==> src/design/dlfr_pkg.sv <==
`timescale 1ns / 1ps
// Shared types and constants for the dollar-length frame receiver.
// No dependencies; used by dollar_length_frame_receiver_core.
package dlfr_pkg;

  // receiver phase, one-hot
  typedef enum logic [3:0] {
    PH_HUNT = 4'b0001,
    PH_CMD  = 4'b0010,
    PH_LEN  = 4'b0100,
    PH_BODY = 4'b1000
  } phase_e;

  typedef enum logic [1:0] {
    KIND_BYTE      = 2'd0,
    KIND_TIMEOUT   = 2'd1,
    KIND_MALFORMED = 2'd2
  } kind_e;

  typedef enum logic [2:0] {
    CLS_OTHER = 3'd0,
    CLS_TXXX  = 3'd1,
    CLS_DWXX  = 3'd2,
    CLS_FKXX  = 3'd3,
    CLS_ICXX  = 3'd4,
    CLS_SJXX  = 3'd5
  } cmd_class_e;

  // configuration register indexes
  localparam logic CFG_RX_ENABLE    = 1'b0;
  localparam logic CFG_TIMEOUT_TICKS = 1'b1;

  localparam logic [7:0]  HDR_CHAR        = 8'h24;  // '$'
  localparam logic [15:0] TIMEOUT_RESET   = 16'd500;
  localparam logic [15:0] MIN_FRAME_LEN   = 16'd8;
  localparam logic [31:0] CMD_TXXX        = 32'h5458_5858;
  localparam logic [31:0] CMD_DWXX        = 32'h4457_5858;
  localparam logic [31:0] CMD_FKXX        = 32'h464B_5858;
  localparam logic [31:0] CMD_ICXX        = 32'h4943_5858;
  localparam logic [31:0] CMD_SJXX        = 32'h534A_5858;

  typedef struct packed {
    kind_e      kind;
    logic [7:0] frame_byte;
    logic [9:0] byte_index;
    logic       last;
    cmd_class_e cmd_class;
  } result_t;

  function automatic cmd_class_e classify(input logic [31:0] letters);
    cmd_class_e cls;
    cls = CLS_OTHER;
    if (letters == CMD_TXXX) cls = CLS_TXXX;
    if (letters == CMD_DWXX) cls = CLS_DWXX;
    if (letters == CMD_FKXX) cls = CLS_FKXX;
    if (letters == CMD_ICXX) cls = CLS_ICXX;
    if (letters == CMD_SJXX) cls = CLS_SJXX;
    return cls;
  endfunction

endpackage

==> src/design/dollar_length_frame_receiver_core.sv <==
`timescale 1ns / 1ps
// Frame receiver for '$'-headed messages with a big-endian length field.
// Depends on dlfr_pkg.
//
// Usage:
//  - Input stream (s_axis_*): one item per received byte or timer tick.
//    tuser[0] = 1 marks a tick; tdata carries the received byte.
//  - Output stream (m_axis_*): one item per frame byte, timeout drop or
//    malformed-length drop. tuser gives the kind, tlast marks the final
//    byte of a complete frame, which also carries the command class.
//  - Config port: cfg_we_i writes cfg_wdata_i to register cfg_index_i
//    (0 rx_enable, 1 timeout_ticks). Write only while the block is idle.
//  - Throughput: one item per cycle while s_axis_tready is high. A result
//    is registered in the output (or skid) register; the per-byte state
//    update is combinational between the input handshake and that register.
//  - Backpressure: a two-entry output stage (output register plus skid
//    register) lets one more item in while a result waits; s_axis_tready
//    drops only when both entries are full.
//  - Reset: hunting for '$', rx_enable = 1, timeout_ticks = 500, no
//    results pending.
module dollar_length_frame_receiver_core #(
  parameter int unsigned MAX_FRAME_LEN = 1024
) (
  input  logic        clk_i,
  input  logic        rst_ni,
  // input stream
  input  logic        s_axis_tvalid,
  output logic        s_axis_tready,
  input  logic [7:0]  s_axis_tdata,   // [7:0] data_byte
  input  logic [0:0]  s_axis_tuser,   // [0] req_type
  // output stream
  output logic        m_axis_tvalid,
  input  logic        m_axis_tready,
  output logic [23:0] m_axis_tdata,   // [7:0] frame_byte, [17:8] byte_index,
                                      // [20:18] command_class, [23:21] zero
  output logic [1:0]  m_axis_tuser,   // [1:0] out_kind
  output logic        m_axis_tlast,   // last
  // configuration
  input  logic        cfg_we_i,
  input  logic        cfg_index_i,
  input  logic [15:0] cfg_wdata_i
);

  localparam int unsigned CntW = $clog2(MAX_FRAME_LEN + 1);

  // configuration
  logic        rx_enable_q;
  logic [15:0] timeout_ticks_q;

  always_ff @(posedge clk_i or negedge rst_ni) begin
    if (!rst_ni) begin
      rx_enable_q     <= 1'b1;
      timeout_ticks_q <= dlfr_pkg::TIMEOUT_RESET;
    end else if (cfg_we_i) begin
      unique case (cfg_index_i)
        dlfr_pkg::CFG_RX_ENABLE:     rx_enable_q     <= cfg_wdata_i[0];
        dlfr_pkg::CFG_TIMEOUT_TICKS: timeout_ticks_q <= cfg_wdata_i;
        default: ;
      endcase
    end
  end

  // receiver state
  dlfr_pkg::phase_e phase_q, phase_d;
  logic [CntW-1:0]  byte_count_q, byte_count_d;
  logic [15:0]      expected_length_q, expected_length_d;
  logic [31:0]      command_letters_q, command_letters_d;
  logic [15:0]      idle_ticks_q, idle_ticks_d;

  logic             in_accept;
  logic             is_tick;
  logic [7:0]       rx_byte;
  logic             res_valid;
  dlfr_pkg::result_t res;

  logic [CntW-1:0]  cnt_inc;
  logic [15:0]      idle_inc;
  logic [15:0]      limit;
  logic [15:0]      len_full;

  assign in_accept = s_axis_tvalid && s_axis_tready;
  assign is_tick   = s_axis_tuser[0];
  assign rx_byte   = s_axis_tdata;
  assign cnt_inc   = byte_count_q + CntW'(1);
  assign idle_inc  = (idle_ticks_q == 16'hFFFF) ? idle_ticks_q : idle_ticks_q + 16'd1;
  assign limit     = (timeout_ticks_q == 16'd0) ? 16'd1 : timeout_ticks_q;
  assign len_full  = {expected_length_q[15:8], rx_byte};

  always_comb begin
    phase_d           = phase_q;
    byte_count_d      = byte_count_q;
    expected_length_d = expected_length_q;
    command_letters_d = command_letters_q;
    idle_ticks_d      = idle_ticks_q;
    res_valid         = 1'b0;
    res.kind          = dlfr_pkg::KIND_BYTE;
    res.frame_byte    = rx_byte;
    res.byte_index    = 10'(byte_count_q);
    res.last          = 1'b0;
    res.cmd_class     = dlfr_pkg::CLS_OTHER;

    if (in_accept && rx_enable_q) begin
      if (is_tick) begin
        if (phase_q != dlfr_pkg::PH_HUNT) begin
          idle_ticks_d = idle_inc;
          if (idle_inc >= limit) begin
            phase_d           = dlfr_pkg::PH_HUNT;
            byte_count_d      = '0;
            expected_length_d = '0;
            idle_ticks_d      = '0;
            res_valid         = 1'b1;
            res.kind          = dlfr_pkg::KIND_TIMEOUT;
            res.frame_byte    = '0;
            res.byte_index    = '0;
          end
        end
      end else begin
        unique case (phase_q)
          dlfr_pkg::PH_HUNT: begin
            if (rx_byte == dlfr_pkg::HDR_CHAR) begin
              phase_d        = dlfr_pkg::PH_CMD;
              byte_count_d   = CntW'(1);
              idle_ticks_d   = '0;
              res_valid      = 1'b1;
              res.byte_index = '0;
            end
          end
          dlfr_pkg::PH_CMD: begin
            idle_ticks_d      = '0;
            command_letters_d = {command_letters_q[23:0], rx_byte};
            byte_count_d      = cnt_inc;
            if (cnt_inc >= CntW'(5)) phase_d = dlfr_pkg::PH_LEN;
            res_valid         = 1'b1;
          end
          dlfr_pkg::PH_LEN: begin
            idle_ticks_d = '0;
            res_valid    = 1'b1;
            if (byte_count_q == CntW'(5)) begin
              expected_length_d = {rx_byte, 8'h00};
              byte_count_d      = cnt_inc;
            end else if (len_full < dlfr_pkg::MIN_FRAME_LEN ||
                         17'(len_full) > 17'(MAX_FRAME_LEN)) begin
              phase_d           = dlfr_pkg::PH_HUNT;
              byte_count_d      = '0;
              expected_length_d = '0;
              res.kind          = dlfr_pkg::KIND_MALFORMED;
              res.frame_byte    = '0;
              res.byte_index    = '0;
            end else begin
              expected_length_d = len_full;
              byte_count_d      = cnt_inc;
              phase_d           = dlfr_pkg::PH_BODY;
            end
          end
          dlfr_pkg::PH_BODY: begin
            idle_ticks_d = '0;
            res_valid    = 1'b1;
            byte_count_d = cnt_inc;
            if (17'(cnt_inc) >= 17'(expected_length_q)) begin
              phase_d           = dlfr_pkg::PH_HUNT;
              byte_count_d      = '0;
              expected_length_d = '0;
              res.last          = 1'b1;
              res.cmd_class     = dlfr_pkg::classify(command_letters_q);
            end
          end
          default: ;
        endcase
      end
    end
  end

  always_ff @(posedge clk_i or negedge rst_ni) begin
    if (!rst_ni) begin
      phase_q           <= dlfr_pkg::PH_HUNT;
      byte_count_q      <= '0;
      expected_length_q <= '0;
      command_letters_q <= '0;
      idle_ticks_q      <= '0;
    end else begin
      phase_q           <= phase_d;
      byte_count_q      <= byte_count_d;
      expected_length_q <= expected_length_d;
      command_letters_q <= command_letters_d;
      idle_ticks_q      <= idle_ticks_d;
    end
  end

  // output register plus skid register
  logic              out_valid_q, skid_valid_q;
  dlfr_pkg::result_t out_q, skid_q;
  logic              out_free;

  assign out_free      = !out_valid_q || m_axis_tready;
  assign s_axis_tready = !skid_valid_q;

  always_ff @(posedge clk_i or negedge rst_ni) begin
    if (!rst_ni) begin
      out_valid_q  <= 1'b0;
      skid_valid_q <= 1'b0;
    end else if (out_free) begin
      // skid is only full when no new item was accepted this cycle
      out_valid_q  <= skid_valid_q || res_valid;
      skid_valid_q <= 1'b0;
    end else if (res_valid) begin
      skid_valid_q <= 1'b1;
    end
  end

  always_ff @(posedge clk_i) begin
    if (out_free) begin
      out_q <= skid_valid_q ? skid_q : res;
    end else if (res_valid) begin
      skid_q <= res;
    end
  end

  assign m_axis_tvalid = out_valid_q;
  assign m_axis_tdata  = {3'b000, out_q.cmd_class, out_q.byte_index, out_q.frame_byte};
  assign m_axis_tuser  = out_q.kind;
  assign m_axis_tlast  = out_q.last;

`ifndef ASSERT_OFF
  a_skid_behind_out: assert property (@(posedge clk_i) disable iff (!rst_ni)
    skid_valid_q |-> out_valid_q)
    else $error("skid entry full while output register empty");

  a_idle_only_in_frame: assert property (@(posedge clk_i) disable iff (!rst_ni)
    idle_ticks_q != 16'd0 |-> phase_q != dlfr_pkg::PH_HUNT)
    else $error("idle tick count nonzero while hunting");

  a_body_len_range: assert property (@(posedge clk_i) disable iff (!rst_ni)
    phase_q == dlfr_pkg::PH_BODY |->
      expected_length_q >= dlfr_pkg::MIN_FRAME_LEN &&
      17'(expected_length_q) <= 17'(MAX_FRAME_LEN))
    else $error("body phase with out-of-range frame length");

  a_body_count_below_len: assert property (@(posedge clk_i) disable iff (!rst_ni)
    phase_q == dlfr_pkg::PH_BODY |-> 17'(byte_count_q) < 17'(expected_length_q))
    else $error("body byte count reached frame length without closing frame");

  a_noise_keeps_hunting: assert property (@(posedge clk_i) disable iff (!rst_ni)
    in_accept && !is_tick && phase_q == dlfr_pkg::PH_HUNT &&
      rx_byte != dlfr_pkg::HDR_CHAR |-> !res_valid ##1 phase_q == dlfr_pkg::PH_HUNT)
    else $error("noise byte left hunt phase");
`endif

endmodule

==> config.mk <==
export PLATFORM = sky130hd
export DESIGN_NAME = dollar_length_frame_receiver_core
export DESIGN_NICKNAME = d
export VERILOG_FILES = /design/src/design/dlfr_pkg.sv /design/src/design/dollar_length_frame_receiver_core.sv
export SDC_FILE = /design/constraint.sdc
export NUM_CORES = 1
export LEC_CHECK = 0
export BUFFER_PORTS_ARGS = -buffer_cell sky130_fd_sc_hd__buf_2
export CELL_PAD_IN_SITES_DETAIL_PLACEMENT = 2
export CELL_PAD_IN_SITES_GLOBAL_PLACEMENT = 2
export CORE_MARGIN = 3
export CORE_UTILIZATION = 40
export CTS_CLUSTER_SIZE = 8
export DETAILED_ROUTE_END_ITERATION = 12
export PLACE_DENSITY_LB_ADDON = 0.1
export SKIP_LAST_GASP = 1
export SYNTH_ARGS = -nofsm -noshare
export SYNTH_HDL_FRONTEND = slang
export SYNTH_SLANG_ARGS = --single-unit
==> constraint.sdc <==
create_clock -name clk_i -period 6.7 [get_ports clk_i]
set_clock_uncertainty 0.05 [all_clocks]
set_input_delay 0.67 -clock clk_i [delete_from_list [all_inputs] [get_ports clk_i]]
set_output_delay 0.67 -clock clk_i [all_outputs]
set_load 0.03 [all_outputs]
==> summary.md, run 1 <==
| Metric | Value |
|---|---|
| Outcome | `finished, final reports clean` |
| Worst hold path type | `primary input to asynchronous set/reset pin` |
| Max FO, Critical Path | `19` |
| Post-Synthesis Cells | `680` |
| Syn_area_per_cell | `11.2 sq um` |
| R2R Setup Slk | `1.52 ns` |
| Synth Area in Compound Gates | `13.1%` |
| P per Cell Area | `315 mW/mm^2` |
| Core ar. | `0.0183 sq mm` |
| Seq cells post-synth | `146` |
| Worst-skew pair later-pin latency | `0.43 ns` |
| Reg2Reg Launch Point | `idle_ticks_q[4]` |
| Post-CTS sizing | `0` |
| Top-count cell post-synth | `dfrtp_1` |
| Number of synthesized flops with an enable pin | `48` |
| Pre-Repair DR Iteration Count | `4` |
| Die ar. | `0.0207 sq mm` |
| CTS root buf | `clkbuf_16` |
| Max-slew violation count | `0` |
| DP HPWL | `14900 microns` |
| GPL Wtd Cong | `0.826` |
| Via/cell ratio | `5.74` |
| Starting density of the core | `41.6%` |
| Yosys top cell by area | `dfrtp_1` |
| Largest net degree at the start of global routing | `75` |
| Cell area after synthesis | `0.00762 sq mm` |
| Post-Synth XOR/XNOR Area | `2.53%` |
| WL/cell | `21.5 microns` |
| Die Height | `144 microns` |
| Actual slew at the worst max-slew pin | `1.04 ns` |
| Grt ovf | `0` |
| I/O Buffers | `56` |
| CP Launch Type | `register` |
| Setup WS pre-CTS | `1.55 ns` |
| Adder-cell share of the synthesized area | `5.09%` |
| TNS Setup | `0 ns` |
| Reg-to-reg endpoint | `skid_q[1]` |
| Sequential area share after synthesis | `51.2%` |
| Main combinational cell family by area after synthesis | `simple AND/OR/NAND/NOR gates` |
| Slew headroom | `29.8%` |
| CP arrival | `5.23 ns` |
| CP max stage delay | `0.53 ns` |
| Clock Path Buffers | `2` |
| # fillers | `1850` |
| CTS tree | `built` |
| DRC violation count after routing | `0` |
| Post-Route WL | `21000 microns` |
| Fmax | `0.193 GHz` |
| # H-tree levels | `4` |
| Setup Fix Bufs, Post-CTS | `0` |
| FF-to-FF path depth | `14` |
| Cts hold-fix bufs | `0` |
| Most frequent cells after synthesis | `dfrtp_1, mux2_2, edfxtp_1` |
| Final worst-path cycle share | `77.3%` |
| Ant. Diodes | `0` |
| LEAKAGE | `0.00384 uW` |
| Fin Hold WS | `0.0950 ns` |
| Crit-path cells | `and4_1 -> nand4_1 -> nor3_1 -> nor2_1 -> nand2_1 -> xnor2_1 -> ha_1 -> nand2_1 -> or3_1 -> o221ai_1 -> a211o_1 -> nand2_1 -> nor2_2 -> buf_4` |
| Yosys cell types | `66` |
| Minimum clock period | `5.18 ns` |
| Mux contribution to synthesized area | `8.43%` |
| Yosys warns | `0` |
| Number of CTS-inserted buffers | `17` |
| Max VDD drop | `206 uV` |
| Final hold viol count | `0` |
| Post-synth ARST share | `67.1%` |
| Max-Cap Viols | `0` |
| Reg clk slew, reported paths | `0.07 ns` |
| Most area-consuming cells after synthesis | `dfrtp_1, edfxtp_1, mux2_2` |
| Antenna Nets Post-Route | `0` |
| Initial antenna violation count | `0` |
| Num Clock Sinks | `146` |
| WP data required | `6.75 ns` |
| Rows | `49` |
| Unrepaired setup endpoints after global routing | `no` |
| Most used DFF post-synth | `dfrtp_1` |
| Synth-to-layout area growth | `14.2%` |
| Die Wd | `144 microns` |
| Ports | `60` |
| Most frequent CP cell | `nand2_1` |
| DR vias | `5593` |
| Layout cells sized above 1 | `22.9%` |
| Synth Area in Simple Gates | `16.1%` |
| Initial DRC Count | `293` |
| First-pass GRT wire length | `34500 microns` |
| Crit. End Element | `register` |
| Vias in the first global route | `6129` |
| Total global routing track utilization | `21.5%` |
| Final-report setup violation count | `0` |
| Layout Nets | `795` |
| Setup CP Type | `register to register` |
| Critical-path top delay cell | `a211o_1` |
| Post-route setup slack | `1.52 ns` |
| Post-synth top area share | `29.6%` |
==> metrics by stage <==
stage | area (sq um) | util, % | instances | power (uW)
finish | 8700 | 47.5 | 975 | 2740
detailed placement | 8110 | 44.2 | 943 | 1780
floorplan | 7620 | - | 682 | 1580
global placement | 8110 | 44.2 | 943 | 1750
CTS | 8700 | 47.5 | 975 | 2770
global route | 8700 | 47.5 | 975 | 2890
==> worst max-delay path: cells and delay by family (launching register included) <==
family / cells / cell delay, ns
DFF: 1 / 0.50
adders and majority gates: 1 / 0.32
xor gates and xnor gates: 1 / 0.10
buffers and inverters: 1 / 0.37
AOI/OAI and AO/OA: 2 / 0.84
and+or+nand+nor: 9 / 2.63
==> metal layers <==
metal	track usage [%]	part of all wire, %	vias to the layer above
met3	3.41	2.8	24
met1	28.3	45	2879
met5	0	0	-
li1	-	-	2598
met4	5.60	1.4	0
met2	37.0	51	92
==> registers in the layout (all words and copies together), names as in the netlist <==
| signal | count |
|---|---|
| skid_q | 24 |
| timeout_ticks_q | 16 |
| expected_length_q | 16 |
| byte_count_q | 11 |
| m_axis_tuser | 2 |
| skid_valid_q | 1 |
| m_axis_tdata | 21 |
| command_letters_q | 32 |
| m_axis_tlast | 1 |
| m_axis_tvalid | 1 |
| phase_q | 4 |
| idle_ticks_q | 16 |
| rx_enable_q | 1 |
==> worst max-delay path by stage <==
stage	start	end	slack [ns]	cells after the start
final	idle_ticks_q[4]	skid_q[1]	1.52	14
after global routing	idle_ticks_q[4]	skid_q[3]	1.01	14
after CTS	idle_ticks_q[4]	skid_q[1]	1.47	14
after detailed placement	idle_ticks_q[4]	skid_q[0]	1.55	14
after global placement	idle_ticks_q[4]	skid_q[0]	1.79	14
after floorplan	idle_ticks_q[4]	skid_q[0]	1.98	15
==> area by class of cell <==
type                            count  area [sq um]  area share (%)
Inverter                           35           131            1.51
Clock inverter                      9          92.6            1.06
Timing Repair Buffer               61           320            3.68
Clock buffer                       23           499            5.74
Multi-Input combinational cell    472          3460            39.8
Tap cell                          229           287            3.29
Sequential cell                   146          3900            44.9
==> logic make-up after synthesis <==
family / count (synthesis)
other: 1
DFF: 146
and+or+nand+nor: 220
xor gates and xnor gates: 22
buffers and inverters: 64
adders and majority gates: 31
muxes: 58
AOI/OAI and AO/OA: 138
==> power breakdown <==
| part | internal, uW | switching, uW |
|---|---|---|
| clock network | 567 | 392 |
| registers | 1070 | 122 |
| logic | 240 | 352 |
==> layout by cell type, fill, tap and decap left out, types with 6 or more instances in the layout <==
cell	instances
a21o_1	15
a21oi_1	23
a22o_1	22
a31o_2	10
a31oi_1	7
and2_1	24
and3_1	11
buf_2	55
buf_4	6
clkbuf_16	18
dfrtp_1	90
dfstp_2	8
edfxtp_1	48
ha_1	31
inv_1	35
mux2_2	49
mux2i_1	9
nand2_1	47
nand2b_1	6
nand3_1	18
nand4_1	9
nor2_1	32
nor2b_1	11
nor3_1	20
nor4_1	8
o21ai_0	23
o31ai_1	12
xnor2_1	14
xor2_1	8
Note: power is estimated with default switching activity, not from simulation.
==> inputs of run 2 (changes only) <==
==> constraint.sdc (replaced) <==
create_clock -name clk_i -period 5.2 [get_ports clk_i]
set_clock_uncertainty 0.05 [all_clocks]
set_input_delay 0.52 -clock clk_i [delete_from_list [all_inputs] [get_ports clk_i]]
set_output_delay 0.52 -clock clk_i [all_outputs]
set_load 0.03 [all_outputs]
==> run 2 against run 1 <==
Net effect: routed wire length increased by 0.94%; critical path depth decreased by 1; core utilization increased by 0.20 points; hold slack improved by 0.059 ns; via count about the same; combinational power increased by 28%; global-route usage increased by 0.46 points; first-iteration DRC count decreased by 17%; sequential power increased by 29%; largest cell class unchanged.
==> summary.md, run 2 (synthesized netlist as in run 1, its figures left out) <==
| Metric | Value |
|---|---|
| Outcome | `finished, final reports clean (unchanged)` |
| Total global routing track utilization | `21.9% (was 21.5%)` |
| Slew headroom | `18.7% (was 29.8%)` |
| TNS Setup | `0 ns (unchanged)` |
| Unrepaired setup endpoints after global routing | `no (unchanged)` |
| Layout cells sized above 1 | `23.7% (was 22.9%)` |
| Cts hold-fix bufs | `0 (unchanged)` |
| Final-report setup violation count | `0 (unchanged)` |
| Footprint of the multi-input gates | `0.00346 sq mm (unchanged)` |
| CP arrival | `4.72 ns (was 5.23 ns)` |
| DP HPWL | `14900 microns (about the same)` |
| Final worst-path cycle share | `87.9% (was 77.3%)` |
| Pre-Repair DR Iteration Count | `4 (unchanged)` |
| Sequential fraction of design power | `43.4% (about the same)` |
| Actual slew at the worst max-slew pin | `1.20 ns (was 1.04 ns)` |
| P per Cell Area | `405 mW/mm^2 (was 315 mW/mm^2)` |
| CTS root buf | `clkbuf_16 (unchanged)` |
| GPL Wtd Cong | `0.824 (was 0.826)` |
| Most flop-heavy register | `command_letters_q (unchanged)` |
| Fmax | `0.219 GHz (was 0.193 GHz)` |
| Clock power share | `35.1% (was 35.0%)` |
| Internal power | `2360 uW (was 1870 uW)` |
| Core ar. | `0.0183 sq mm (unchanged)` |
| Flip-flop and latch area | `0.00390 sq mm (unchanged)` |
| Synth-to-layout area growth | `14.7% (was 14.2%)` |
| CTS tree | `built (unchanged)` |
| Layout Nets | `800 (was 795)` |
| Rows | `49 (unchanged)` |
| Die Height | `144 microns (unchanged)` |
| Max-Cap Viols | `0 (unchanged)` |
| Ports | `60 (unchanged)` |
| DR vias | `5597 (was 5593)` |
| Most frequent cells in the layout | `dfrtp_1, buf_2, mux2_2, edfxtp_1, nand2_1 (unchanged)` |
| Num Clock Sinks | `146 (unchanged)` |
| Antenna Nets Post-Route | `0 (unchanged)` |
| Initial DRC Count | `244 (was 293)` |
| WP data required | `5.35 ns (was 6.75 ns)` |
| Setup CP Type | `register to register (unchanged)` |
| I/O Buffers | `56 (unchanged)` |
| Worst hold path type | `primary input to asynchronous set/reset pin (unchanged)` |
| # H-tree levels | `4 (unchanged)` |
| Die ar. | `0.0207 sq mm (unchanged)` |
| LEAKAGE | `0.00387 uW (was 0.00384 uW)` |
| # fillers | `1850 (unchanged)` |
| Largest net degree at the start of global routing | `70 (was 75)` |
| WL/cell | `21.6 microns (was 21.5 microns)` |
| CP Launch Type | `register (unchanged)` |
| Max VDD drop | `272 uV (was 206 uV)` |
| Net Sw Frac | `33.2% (was 31.6%)` |
| Fin Hold WS | `0.154 ns (was 0.0950 ns)` |
| Grt ovf | `0 (unchanged)` |
| Worst-skew pair later-pin latency | `0.44 ns (was 0.43 ns)` |
| Number of CTS-inserted buffers | `17 (unchanged)` |
| Clock Path Buffers | `2 (unchanged)` |
| Net switching power | `1170 uW (was 866 uW)` |
| Reg clk slew, reported paths | `0.07 ns (about the same)` |
| Via/cell ratio | `5.71 (was 5.74)` |
| Vias in the first global route | `6151 (was 6129)` |
| Max-slew violation count | `0 (unchanged)` |
| Commonest non-fill, non-tap cell in the layout | `dfrtp_1 (unchanged)` |
| DRC violation count after routing | `0 (unchanged)` |
| Crit. End Element | `register (unchanged)` |
| Post-CTS sizing | `0 (unchanged)` |
| Ant. Diodes | `0 (unchanged)` |
| Initial antenna violation count | `0 (unchanged)` |
| Combinational share of power | `21.5% (was 21.6%)` |
| Minimum clock period | `4.57 ns (was 5.18 ns)` |
| Max FO, Critical Path | `16 (was 19)` |
| FF-to-FF path depth | `13 (was 14)` |
| First-pass GRT wire length | `35000 microns (was 34500 microns)` |
| Post-Route WL | `21200 microns (was 21000 microns)` |
| Setup Fix Bufs, Post-CTS | `0 (unchanged)` |
| Starting density of the core | `41.6% (unchanged)` |
| Die Wd | `144 microns (unchanged)` |
| Max reg flops | `32 (unchanged)` |
| Final hold viol count | `0 (unchanged)` |
## run 2: final cells by class
class | count | share of cell area [%]
Inverter | 35 | 1.50
Clock buffer | 19 | 5.31
Timing Repair Buffer | 66 | 4.10
Clock inverter | 13 | 1.46
Tap cell | 229 | 3.28
Multi-Input combinational cell | 472 | 39.7
Sequential cell | 146 | 44.7
## run 2: metal layers
| layer | vias to the layer above | global-route usage, % | wire length [microns] |
|---|---|---|---|
| met5 | - | 0 | 0 |
| met4 | 0 | 6.74 | 335 |
| met3 | 27 | 3.17 | 512 |
| met2 | 71 | 37.7 | 10600 |
| met1 | 2892 | 28.8 | 9770 |
| li1 | 2607 | - | - |
## run 2: worst paths after layout
kind	startpoint	to	slack (ns)
worst max-delay path	idle_ticks_q[4]	m_axis_tdata[4]	0.63
worst min-delay path	rst_ni	byte_count_q[2]	0.15
worst max register to register	idle_ticks_q[4]	m_axis_tdata[4]	0.63
worst min register to register	expected_length_q[3]	expected_length_q[3]	0.45
max in group asynchronous	rst_ni	command_letters_q[0]	3.95
min in group clk_i	cfg_wdata_i[14]	timeout_ticks_q[14]	0.26
## run 2: critical path: stages (launching register included)
cell and delay [ns]:
dfrtp_1 0.51, and4_1 0.30, nand4_1 0.22, or3_1 0.59, nand4_1 0.19, xnor2_1 0.11, ha_1 0.30, nor2_1 0.04
or3_1 0.37, o221ai_1 0.28, a21oi_1 0.25, nor4_2 0.54, nor2_2 0.26, a31o_2 0.32
## run 2: power groups by stage
stage	clock network (uW)	logic (uW)	registers, uW
3_3_place_gp	0	710	1540
5_1_grt	1320	857	1560
6_report	1240	761	1530
2_1_floorplan	0	480	1560
4_1_cts	1270	773	1540
3_5_place_dp	0	759	1550
## run 2: per-stage QoR
step	setup WS (ns)	power [uW]	utilization, %	cell area (sq um)	instances
2_1_floorplan	0.481	2040	-	7620	682
4_1_cts	0.564	3580	47.7	8740	980
6_report	0.631	3530	47.7	8740	980
3_5_place_dp	0.669	2310	44.4	8140	948
5_1_grt	0.223	3740	47.7	8740	980
3_3_place_gp	0.840	2250	44.4	8140	948
